<file path="src/rtl/core/ursc_pkg.sv">
// package: shared types, register indexes and reset values for the ranging scanner
`timescale 1ns / 1ps

package ursc_pkg;

  localparam int SENSORS_DEF = 4;

  localparam int LEVEL_W = 4;
  localparam int READ_W = 2;
  localparam int TRIG_LEN_W = 10;
  localparam int TIMEOUT_W = 16;
  localparam int GAP_W = 20;
  localparam int SCALE_W = 16;
  localparam int COUNT_W = 20;
  localparam int ELAPSED_W = 16;
  localparam int DIST_W = 18;
  localparam int CFG_ADDR_W = 2;
  localparam int CFG_DATA_W = 20;
  localparam int IN_DATA_W = 8;
  localparam int OUT_DATA_W = 48;

  localparam logic [TRIG_LEN_W-1:0] TRIG_LEN_RST = 10'd10;
  localparam logic [TIMEOUT_W-1:0] TIMEOUT_RST = 16'd50000;
  localparam logic [GAP_W-1:0] GAP_RST = 20'd10000;
  localparam logic [SCALE_W-1:0] SCALE_RST = 16'd1222;
  localparam logic [ELAPSED_W-1:0] ELAPSED_MAX = '1;

  typedef enum logic [CFG_ADDR_W-1:0] {
    CFG_TRIGGER_LENGTH = 2'd0,
    CFG_ECHO_TIMEOUT   = 2'd1,
    CFG_GAP_LENGTH     = 2'd2,
    CFG_SCALE          = 2'd3
  } cfg_addr_t;

  typedef enum logic [1:0] {
    PH_TRIGGER = 2'd0,
    PH_WAIT    = 2'd1,
    PH_GAP     = 2'd2
  } phase_t;

  typedef struct packed {
    logic [LEVEL_W-1:0] trigger_lines;
    logic               measure_done;
    logic [1:0]         done_sensor;
    logic [DIST_W-1:0]  done_distance;
    logic               done_timed_out;
  } tick_res_t;

endpackage

</file>
<file path="src/rtl/core/ursc_scale.sv">
// echo time to distance: q16 scale, round half up to 1/256 cm, saturate
`timescale 1ns / 1ps

module ursc_scale (
  input  logic [ursc_pkg::ELAPSED_W-1:0] elapsed,
  input  logic [ursc_pkg::SCALE_W-1:0]   scale_q16,
  output logic [ursc_pkg::DIST_W-1:0]    distance
);

  localparam int PROD_W = ursc_pkg::ELAPSED_W + ursc_pkg::SCALE_W;
  localparam int SHIFT_W = PROD_W + 1 - 8;

  logic [PROD_W-1:0]  prod;
  logic [PROD_W:0]    rounded;
  logic [SHIFT_W-1:0] shifted;

  assign prod = elapsed * scale_q16;
  assign rounded = {1'b0, prod} + (PROD_W + 1)'(128);
  assign shifted = rounded[PROD_W:8];
  assign distance = (|shifted[SHIFT_W-1:ursc_pkg::DIST_W]) ? '1
                  : shifted[ursc_pkg::DIST_W-1:0];

endmodule

</file>
<file path="src/rtl/core/ursc_store.sv">
// per-sensor result store with write-through read
`timescale 1ns / 1ps

module ursc_store #(
  parameter int SENSORS = ursc_pkg::SENSORS_DEF,
  parameter int SW = 2
) (
  input  logic                        clk,
  input  logic                        rst_n,
  input  logic                        wr_en,
  input  logic [SW-1:0]               wr_idx,
  input  logic [ursc_pkg::DIST_W-1:0] wr_dist,
  input  logic                        wr_flag,
  input  logic [ursc_pkg::READ_W-1:0] rd_sensor,
  output logic [ursc_pkg::DIST_W-1:0] rd_dist,
  output logic                        rd_flag
);

  logic [ursc_pkg::DIST_W-1:0] dist_r [SENSORS];
  logic                        flag_r [SENSORS];
  logic [SW-1:0]               rd_idx;

  always_ff @(posedge clk) begin
    if (!rst_n) begin
      for (int i = 0; i < SENSORS; i++) begin
        dist_r[i] <= '0;
        flag_r[i] <= 1'b0;
      end
    end else if (wr_en) begin
      dist_r[wr_idx] <= wr_dist;
      flag_r[wr_idx] <= wr_flag;
    end
  end

  assign rd_idx = SW'(rd_sensor);

  always_comb begin
    if (32'(rd_sensor) >= SENSORS) begin
      rd_dist = '0;
      rd_flag = 1'b1;
    end else if (wr_en && (wr_idx == rd_idx)) begin
      rd_dist = wr_dist;
      rd_flag = wr_flag;
    end else begin
      rd_dist = dist_r[rd_idx];
      rd_flag = flag_r[rd_idx];
    end
  end

endmodule

</file>
<file path="src/rtl/core/ursc_seq.sv">
// trigger / wait / gap sequencer with config registers and echo timing
`timescale 1ns / 1ps

module ursc_seq #(
  parameter int SENSORS = ursc_pkg::SENSORS_DEF,
  parameter int SW = 2
) (
  input  logic                            clk,
  input  logic                            rst_n,
  input  logic                            cfg_we,
  input  logic [ursc_pkg::CFG_ADDR_W-1:0] cfg_addr,
  input  logic [ursc_pkg::CFG_DATA_W-1:0] cfg_wdata,
  input  logic                            tick,
  input  logic [ursc_pkg::LEVEL_W-1:0]    echo_levels,
  output ursc_pkg::tick_res_t             res,
  output logic                            wr_en,
  output logic [SW-1:0]                   wr_idx,
  output logic [ursc_pkg::DIST_W-1:0]     wr_dist,
  output logic                            wr_flag
);

  logic [ursc_pkg::TRIG_LEN_W-1:0] trig_len_r;
  logic [ursc_pkg::TIMEOUT_W-1:0]  timeout_r;
  logic [ursc_pkg::GAP_W-1:0]      gap_r;
  logic [ursc_pkg::SCALE_W-1:0]    scale_r;

  ursc_pkg::phase_t               phase_r, phase_nxt;
  logic [SW-1:0]                  active_r, active_nxt, active_inc;
  logic [ursc_pkg::COUNT_W-1:0]   count_r, count_nxt, count_inc;
  logic [ursc_pkg::ELAPSED_W-1:0] elapsed_r, elapsed_nxt, elapsed_inc;
  logic                           rise_r, rise_nxt;
  logic                           prev_r, prev_nxt;

  logic [ursc_pkg::LEVEL_W-1:0] sel;
  logic                         line;
  logic                         rise_edge;
  logic                         fall_done;
  logic                         finish;
  logic                         timed_out;
  logic [ursc_pkg::DIST_W-1:0]  scaled;

  always_ff @(posedge clk) begin
    if (!rst_n) begin
      trig_len_r <= ursc_pkg::TRIG_LEN_RST;
      timeout_r  <= ursc_pkg::TIMEOUT_RST;
      gap_r      <= ursc_pkg::GAP_RST;
      scale_r    <= ursc_pkg::SCALE_RST;
    end else if (cfg_we) begin
      case (ursc_pkg::cfg_addr_t'(cfg_addr))
        ursc_pkg::CFG_TRIGGER_LENGTH: trig_len_r <= cfg_wdata[ursc_pkg::TRIG_LEN_W-1:0];
        ursc_pkg::CFG_ECHO_TIMEOUT:   timeout_r <= cfg_wdata[ursc_pkg::TIMEOUT_W-1:0];
        ursc_pkg::CFG_GAP_LENGTH:     gap_r <= cfg_wdata[ursc_pkg::GAP_W-1:0];
        ursc_pkg::CFG_SCALE:          scale_r <= cfg_wdata[ursc_pkg::SCALE_W-1:0];
        default: ;
      endcase
    end
  end

  always_ff @(posedge clk) begin
    if (!rst_n) begin
      phase_r   <= ursc_pkg::PH_TRIGGER;
      active_r  <= '0;
      count_r   <= '0;
      elapsed_r <= '0;
      rise_r    <= 1'b0;
      prev_r    <= 1'b0;
    end else if (tick) begin
      phase_r   <= phase_nxt;
      active_r  <= active_nxt;
      count_r   <= count_nxt;
      elapsed_r <= elapsed_nxt;
      rise_r    <= rise_nxt;
      prev_r    <= prev_nxt;
    end
  end

  always_comb begin
    for (int i = 0; i < ursc_pkg::LEVEL_W; i++) begin
      sel[i] = (32'(active_r) == i);
    end
  end

  assign line = |(echo_levels & sel);
  assign count_inc = count_r + 1'b1;
  assign active_inc = (32'(active_r) >= SENSORS - 1) ? '0 : active_r + 1'b1;
  assign rise_edge = line && !prev_r;
  assign elapsed_inc = (rise_r && (elapsed_r != ursc_pkg::ELAPSED_MAX))
                     ? elapsed_r + 1'b1 : elapsed_r;
  assign fall_done = !rise_edge && !line && prev_r && rise_r;

  ursc_scale u_scale (
    .elapsed   (elapsed_inc),
    .scale_q16 (scale_r),
    .distance  (scaled)
  );

  always_comb begin
    phase_nxt   = phase_r;
    active_nxt  = active_r;
    count_nxt   = count_inc;
    elapsed_nxt = elapsed_r;
    rise_nxt    = rise_r;
    prev_nxt    = prev_r;
    finish      = 1'b0;
    timed_out   = 1'b0;
    res         = '0;
    case (phase_r)
      ursc_pkg::PH_TRIGGER: begin
        res.trigger_lines = sel;
        prev_nxt = line;
        if (count_inc >= ursc_pkg::COUNT_W'(trig_len_r)) begin
          phase_nxt   = ursc_pkg::PH_WAIT;
          count_nxt   = '0;
          elapsed_nxt = '0;
          rise_nxt    = 1'b0;
        end
      end
      ursc_pkg::PH_WAIT: begin
        prev_nxt = line;
        if (rise_edge) begin
          rise_nxt    = 1'b1;
          elapsed_nxt = '0;
        end else begin
          elapsed_nxt = elapsed_inc;
        end
        if (fall_done) begin
          finish = 1'b1;
        end else if (count_inc >= ursc_pkg::COUNT_W'(timeout_r)) begin
          finish    = 1'b1;
          timed_out = 1'b1;
        end
        if (finish) begin
          res.measure_done   = 1'b1;
          res.done_sensor    = 2'(active_r);
          res.done_distance  = timed_out ? '0 : scaled;
          res.done_timed_out = timed_out;
          rise_nxt    = 1'b0;
          elapsed_nxt = '0;
          count_nxt   = '0;
          if (gap_r == '0) begin
            phase_nxt  = ursc_pkg::PH_TRIGGER;
            active_nxt = active_inc;
          end else begin
            phase_nxt = ursc_pkg::PH_GAP;
          end
        end
      end
      ursc_pkg::PH_GAP: begin
        if (count_inc >= gap_r) begin
          phase_nxt  = ursc_pkg::PH_TRIGGER;
          active_nxt = active_inc;
          count_nxt  = '0;
        end
      end
      default: begin
        phase_nxt = ursc_pkg::PH_TRIGGER;
        count_nxt = '0;
      end
    endcase
  end

  assign wr_en   = tick && finish;
  assign wr_idx  = active_r;
  assign wr_dist = res.done_distance;
  assign wr_flag = timed_out;

endmodule

</file>
<file path="src/rtl/core/ultrasonic_ranging_scanner.sv">
// top level: ultrasonic ranging scanner, one microsecond tick per input transfer
//
//   channel | ports                         | payload
//   in      | in_tvalid/in_tready/in_tdata  | echo_levels, read_sensor
//   out     | out_tvalid/out_tready/out_tdata | tick result and stored read-back
//   cfg     | cfg_we/cfg_addr/cfg_wdata     | trigger, timeout, gap, scale
//
// one tick in, one result out; a tick is taken every cycle while the result
// register is empty or being drained
// all work of a tick sits between the input port and the result register
// reset (synchronous) loads register defaults, clears the store and starts
// sensor 0 in its trigger phase
// a stalled out channel holds the result and blocks in; sequencer state waits
`timescale 1ns / 1ps

module ultrasonic_ranging_scanner #(
  parameter int SENSORS = ursc_pkg::SENSORS_DEF
) (
  input  logic                              clk,
  input  logic                              rst_n,
  input  logic                              in_tvalid,
  output logic                              in_tready,
  // [3:0] echo_levels, [5:4] read_sensor, [7:6] zero
  input  logic [ursc_pkg::IN_DATA_W-1:0]    in_tdata,
  output logic                              out_tvalid,
  input  logic                              out_tready,
  // [3:0] trigger_lines, [4] measure_done, [6:5] done_sensor,
  // [24:7] done_distance, [25] done_timed_out, [43:26] read_distance,
  // [44] read_timed_out, [47:45] zero
  output logic [ursc_pkg::OUT_DATA_W-1:0]   out_tdata,
  input  logic                              cfg_we,
  input  logic [ursc_pkg::CFG_ADDR_W-1:0]   cfg_addr,
  input  logic [ursc_pkg::CFG_DATA_W-1:0]   cfg_wdata
);

  localparam int SW = (SENSORS > 1) ? $clog2(SENSORS) : 1;
  localparam int PAD_W = ursc_pkg::OUT_DATA_W - 45;

  logic                        tick;
  ursc_pkg::tick_res_t         res;
  logic                        wr_en;
  logic [SW-1:0]               wr_idx;
  logic [ursc_pkg::DIST_W-1:0] wr_dist;
  logic                        wr_flag;
  logic [ursc_pkg::DIST_W-1:0] rd_dist;
  logic                        rd_flag;

  logic                           out_valid_r, out_valid_nxt;
  logic [ursc_pkg::OUT_DATA_W-1:0] out_data_r;

  assign in_tready = !out_valid_r || out_tready;
  assign tick = in_tvalid && in_tready;

  ursc_seq #(
    .SENSORS (SENSORS),
    .SW      (SW)
  ) u_seq (
    .clk         (clk),
    .rst_n       (rst_n),
    .cfg_we      (cfg_we),
    .cfg_addr    (cfg_addr),
    .cfg_wdata   (cfg_wdata),
    .tick        (tick),
    .echo_levels (in_tdata[3:0]),
    .res         (res),
    .wr_en       (wr_en),
    .wr_idx      (wr_idx),
    .wr_dist     (wr_dist),
    .wr_flag     (wr_flag)
  );

  ursc_store #(
    .SENSORS (SENSORS),
    .SW      (SW)
  ) u_store (
    .clk       (clk),
    .rst_n     (rst_n),
    .wr_en     (wr_en),
    .wr_idx    (wr_idx),
    .wr_dist   (wr_dist),
    .wr_flag   (wr_flag),
    .rd_sensor (in_tdata[5:4]),
    .rd_dist   (rd_dist),
    .rd_flag   (rd_flag)
  );

  assign out_valid_nxt = tick || (out_valid_r && !out_tready);

  always_ff @(posedge clk) begin
    if (!rst_n) begin
      out_valid_r <= 1'b0;
    end else begin
      out_valid_r <= out_valid_nxt;
    end
  end

  always_ff @(posedge clk) begin
    if (tick) begin
      out_data_r <= {PAD_W'(0), rd_flag, rd_dist, res.done_timed_out, res.done_distance,
                     res.done_sensor, res.measure_done, res.trigger_lines};
    end
  end

  assign out_tvalid = out_valid_r;
  assign out_tdata = out_data_r;

endmodule

</file>
<file path="config.mk">
export PLATFORM = sky130hd
export DESIGN_NAME = ultrasonic_ranging_scanner
export DESIGN_NICKNAME = d
export VERILOG_FILES = /design/src/rtl/core/ursc_pkg.sv /design/src/rtl/core/ursc_scale.sv /design/src/rtl/core/ursc_store.sv /design/src/rtl/core/ursc_seq.sv /design/src/rtl/core/ultrasonic_ranging_scanner.sv
export SDC_FILE = /design/constraint.sdc
export NUM_CORES = 1
export LEC_CHECK = 0
export ABC_AREA = 1
export ABC_CLOCK_PERIOD_IN_PS = 12600
export BUFFER_PORTS_ARGS = -buffer_cell sky130_fd_sc_hd__buf_2
export CAP_MARGIN = 25
export CORE_UTILIZATION = 23
export CTS_CLUSTER_SIZE = 20
export DETAILED_ROUTE_END_ITERATION = 10
export PLACE_DENSITY = 0.4
export SYNTH_ARGS = -nofsm -noshare
export SYNTH_HDL_FRONTEND = slang
export SYNTH_HIERARCHICAL = 1
export SYNTH_SLANG_ARGS = --single-unit
export TNS_END_PERCENT = 50
</file>
<file path="constraint.sdc">
create_clock -name clk -period 12.6 [get_ports clk]
set_input_delay 1.89 -clock clk [delete_from_list [all_inputs] [get_ports clk]]
set_output_delay 1.89 -clock clk [all_outputs]
set_load 0.01 [all_outputs]
</file>
======== Word level (Yosys, flattened, before mapping) ========
Memory sizes are Yosys's and may differ from the RTL's.
Cells that the tools add are included.
cells by class
  add/sub/neg operators ................... 4
  $mul .................................... 1
  order comparisons ....................... 4
  eq/ne operators ......................... 15
  mux-type cells .......................... 46
  bitwise gates (word level) .............. 1
  reduce and logical (&&, ||, !) cells .... 37
operator list
  cell                                                   count
  two-way mux 18 bit                                     4
  two-way mux 16 bit                                     4
  two-way mux 20 bit                                     3
  one-hot mux 20 bit (3 select lines)                    1
  adder 32 x 8 -> 33 bit, second input constant          1
  multiplier 16 x 16 -> 32 bit                           1
  one-hot mux 16 bit (2 select lines)                    1
  two-way mux 22 bit                                     1
  adder 20 x 1 -> 20 bit, second input constant          1
  greater-or-equal comparator 20 x 10 -> 1 bit           1
  greater-or-equal comparator 20 x 16 -> 1 bit           1
  greater-or-equal comparator 20 bit                     1
  zero test 20 bit                                       1
  two-way mux 2 bit                                      10
  two-way mux 19 bit                                     1
  two-way mux 1 bit                                      18
  OR reduction 18 bit                                    1
  adder 16 x 1 -> 16 bit, second input constant          1
  inequality test 16 bit, second input constant          1
  AND reduction 2 bit                                    6
  equality test 2 bit, second input constant             5
  logical AND 1 bit                                      9
  inequality test 2 x 1 -> 1 bit, second input constant  4
  AND reduction 4 bit                                    2
  other kinds (19)                                       29
word-level totals
  flip-flop bits (word level) ............. 150
  RAM bits ................................ 76
  input port bits ......................... 35
  output and inout bits ................... 50
  logic and storage cells ................. 125
  memories kept ........................... 2
memory list
  memory          words  bits a word  read ports  clocked after Yosys merged registers in  write ports  RTL line          RTL
  u_store.dist_r  4      18           1           0                                        4            ursc_store.sv:19  logic [ursc_pkg::DIST_W-1:0] dist_r [SENSORS];
  u_store.flag_r  4      1            1           0                                        4            ursc_store.sv:20  logic flag_r [SENSORS];

======== Logic depth before layout (Yosys ltp) ========
  word-level depth ........................ 17
  mapped depth ............................ 47
  mapped depth without buffers ............ 43

======== Hierarchy ========
Netlist, hierarchy kept.
modules (own cells, without submodules)
  module                      times used  cells an instance  area each (um2)  sequential area each (um2)
  ursc_scale                  1           1360               9709.3           0.0
  ursc_seq                    1           952                6531.3           2082.0
  ursc_store                  1           489                3950.0           2252.2
  ultrasonic_ranging_scanner  1           56                 1428.9           1371.3

======== Worst setup path after synthesis ========
Ideal clock, no wire load.
  kind .................................... flip-flop to flip-flop
  start ................................... reg u_seq/elapsed_r[0] (netlist name)
  end ..................................... mem u_store/dist_r[3][8] (netlist name), data pin
  setup time .............................. 256 ps
  data arrival time ....................... 7208 ps
  required time ........................... 12344 ps
  setup slack ............................. 5137 ps
  cell stages (with the launch flop) ...... 44
  buffers on the path ..................... 4
  clock period less this slack ............ 7463 ps
  cells stage by stage .................... dfxtp_1 -> ha_1 -> inv_1 -> nor2_1 -> nand2_1 -> inv_1 -> nand3_1 -> nand2_1 -> inv_1 -> nand2_1 -> nor2_1 -> nand2_1 -> xor2_1 -> clkbuf_1 -> clkbuf_1 -> nand2_1 -> fa_1 -> fa_1 -> [... 8 more ...] -> nand2_1 -> inv_1 -> nand2_1 -> nand2_1 -> nand2_1 -> nand2_1 -> a21oi_1 -> nand3_1 -> nand2_2 -> nand3_4 -> nor2_8 -> buf_8 -> nand3_2 -> nand2_1 -> nor2_1 -> buf_4 -> inv_1 -> nor2_1
RTL lines
  element                 RTL line          RTL
  from (decl)             ursc_seq.sv:30    logic [ursc_pkg::ELAPSED_W-1:0] elapsed_r, elapsed_nxt, elapsed_inc;
  from (signal assigned)  ursc_seq.sv:71    elapsed_r <= elapsed_nxt;
  to (decl)               ursc_store.sv:19

==> metrics.md <==
| Metric | Value |
|---|---|
| Result of the run | complete, no violations |
| Seq/Total Area, Yosys | 0.264 |
| Drt total wl | around 60000 µm |
| Share of final-layout standard cells stronger than drive strength 1 | 0.0795 |
| Pre-antenna DRT Iters | 5 |
| Post-cts hold buffer count | 0 |
| Total negative setup slack | 0 ps |
| Congestion Overflow GR | 0 |
| Number of DRC violations after detailed-routing iteration 0 | 840 |
| Share of flip-flops with an asynchronous set or reset after synthesis | 0 |
| Final critical-path share of the clock period | 0.680 |
| Yosys Warn Count | 6 |
| Hold Crit Start | u_seq/timeout_r[11] |
| Clock root buffer | clkbuf_16 |
| Mapped cell area | between 0.02 and 0.025 mm² |
| Dominant cells by area after synthesis | fa_1 (18%), edfxtp_1 (16%), nand2_1 (13%) |
| Area of the placeable core | around 0.093 mm² |
| Post-route cell area | around 0.024 mm² |
| Clock input transition at the sequential cells of the worst setup and hold paths | 60 ps |
| Layout fillers | between 10000 and 15000 |
| GRT Resource Usage Total | 0.130 |
| Avg Vias per Cell | roughly 4.1 |
| Number of placed cells counting well taps | around 4000 |
| Most frequent cell on the critical path | inv_1 |
| Setup repair after global routing missed its margin | false |
| Worst Hold Path Cells | 2 |
| Cell with the most instances after synthesis | nand2_1 |
| Worst skew pair latency | slightly below 600 ps |
| Min Hold Slack | ~460 ps |
| Maximum clock insertion buffer count | 3 |
| Count of cells resized by post-cts repair | 0 |
| CP required | 12870 ps |
| Reg-to-Reg End | u_store/dist_r[3][4] |
| Number of DRC violations after detailed routing | 0 |
| Placer Congestion | 0.783 |
| Depth of the worst register-to-register path | 40 |
| Detailed placer's ending HPWL | between 40000 and 50000 µm |
| I/O Pins | 85 |
| Number of flops mapped to enable cells by yosys | 118 |
| Leakage power figure | about 13 nW |
| Met3 Use GR | 0.0127 |
| Number of cell rows | between 100 and 150 |
| Tightest Hold Check Type | flop to flop |
| Maximum VDD drop | between 0.08 and 0.09 mV |
| Vias in the first global route | 17271 |
| Detail Route Antenna Nets | 0 |
| Layout overhead on the synthesized area | 11.8% |
| Worst Skew | 46.3 ps |
| CP Class | flop to flop |
| Die X-Extent | between 300 and 400 µm |
| Count of different cell masters after synthesis | 50 |
| Total Nets Final | around 3300 |
| Register-to-Register Setup Slack | between 4000 and 5000 ps |
| Reg2reg start | u_seq/elapsed_r[0] |
| Number of hold-slack violations in the final timing report | 0 |
| Max-Cap Viols | 0 |
| Clock tree from TritonCTS | yes |
| Antenna violations before repair | 1 |
| Launching element type of the critical path | flop |
| Die area | around 0.095 mm² |
| Fraction of synthesized cell area taken by the top area cell type | 0.181 |
| Initial cell density of the core | 0.232 |
| Total power draw | between 2 and 2.5 mW |
| Maximum clock frequency | roughly 120 MHz |
| Wirelength per Cell | around 15 µm |
| Synthesized area divided by synthesized cell count | 7.57 µm² |
| Count of mapped cells out of synthesis | between 2000 and 3000 |
| CTS HTree Levels | 1 |
| Grt met1 use | 0.181 |
| Crit-path max cell delay | 560 ps |
| Synth cell count leaders | nand2_1 (750), inv_1 (661), nor2_1 (211), fa_1 (195), ha_1 (163) |
| CP endpoint kind | flop |
| Relative slew slack | 0.329 |
| Y dimension of the die | around 300 µm |
| Port Buffer Count | 79 |
| Max-slew violation count | 0 |
| Final count of negative-setup-slack endpoints | 0 |
| Crit-path slowest cell | xor2_1 |
| Via count | ~17000 |
| Global-route wire length before repair | ~100000 µm |
| Largest net degree at the start of global routing | 68 |
| Most area-hungry cell type in the Yosys netlist | fa_1 |
| # diodes | 0 |
| Main flop type after synthesis | edfxtp_1 |
| CP Max Fanout | 18 |
| Seq cells post-synth | about 230 |
| WHS Endpoint | u_seq/timeout_r[11] |
| Number of clock buffers inserted by TritonCTS | 29 |
| Final critical path time including I/O delays and setup | between 8000 and 9000 ps |
| Layout Cells excl Fill | between 4000 and 5000 |
| Placed cell areas | around 0.023 mm² |
| Top Usage Layer GRT | met2 |
| GR met2 Demand/Resource | 0.218 |
| Transition time of the tightest slew-check pin | around 1000 ps |
| Power per cell area | around 86 mW/mm² |
| Arrival time at the worst endpoint | between 8000 and 9000 ps |
| Clock sink count | roughly 230 |
| Postcts setup bufs | 0 |
stage by stage:
stage	worst slack, ps	util
finish	4030	0.259
global route	3360	0.259
CTS	3790	0.259
detailed placement	3890	0.249
global placement	3860	0.248
floorplan	5140	-
where the power goes:
group	switching (mW)	internal, mW	leakage [nW]	total (mW)
logic	0.270	0.140	9.98	0.410
clock network	0.339	0.500	0.473	0.838
registers	0.0235	0.807	2.08	0.831
total	0.632	1.45	12.5	2.08
worst max-delay path by stage:
stage                                   from                     to  slack (ps)  cells after the start
after floorplan           u_seq/elapsed_r[0]   u_store/dist_r[3][8]        5140                     43
after global placement    u_seq/elapsed_r[0]  u_store/dist_r[3][15]        3860                     37
after detailed placement  u_seq/elapsed_r[0]  u_store/dist_r[3][12]        3890                     37
after CTS                 u_seq/elapsed_r[0]  u_store/dist_r[3][12]        3790                     37
after global routing      u_seq/elapsed_r[0]  u_store/dist_r[3][12]        3360                     40
final                     u_seq/elapsed_r[0]   u_store/dist_r[3][4]        4030                     40
layout by cell type, fill, tap and decap left out, drive strengths merged, types with 2 or more instances in the layout:
cell type	instances
nand3b	3
nor3	22
dfxtp	108
nand3	147
fa	195
buf	109
clkinv	13
and2	2
a21oi	110
nand4	16
a31oi	2
xnor2	15
a211oi	2
xor2	28
ha	163
a21boi	4
conb	3
nor2	237
a21o	2
bufinv	3
o211ai	13
inv	670
edfxtp	118
nand2	765
o21bai	9
o21ai	70
and3	2
nor4	6
a22o	2
clkbuf	38
sequential cells by signal, indices dropped and copies added (netlist names), 4 cells and up:
| name | flops |
|---|---|
| u_seq/gap_r | 20 |
| u_seq/scale_r | 16 |
| out_tdata | 45 |
| u_store/flag_r | 4 |
| u_store/dist_r | 72 |
| u_seq/trig_len_r | 10 |
| u_seq/elapsed_r | 16 |
| u_seq/timeout_r | 16 |
| u_seq/count_r | 20 |
kinds of logic after synthesis:
kind of cell | synth area share
buffers and inverters | 0.149
and+or+nand+nor | 0.239
DFF | 0.264
other | 0.000173
xor gates and xnor gates | 0.0178
AOI/OAI and AO/OA | 0.0558
adders and majority gates | 0.275
critical path: cells and delay by family, from the launching register on:
| family | cells | cell delay, ps |
|---|---|---|
| simple gates | 17 | 1980 |
| compound gates | 3 | 680 |
| buf+inv | 11 | 1310 |
| xor+xnor | 1 | 560 |
| flops | 1 | 340 |
| fa+ha+maj | 8 | 3360 |
layout make-up:
cell class	count	area (µm²)	area share
clock inverters	16	159	0.00657
flip-flops and latches	226	5710	0.236
inverters	670	2510	0.104
multi-input cells	1822	12700	0.527
well taps	1254	1570	0.0649
repair buffers	109	701	0.0290
clock buffers	38	790	0.0327
metal layers:
layer,wire length (µm),part of all wire
met1,29700,0.49
met4,786,0.013
met3,1960,0.032
met2,28000,0.46
met5,13,0.00022
No activity file was read; power rests on OpenSTA's default activity.
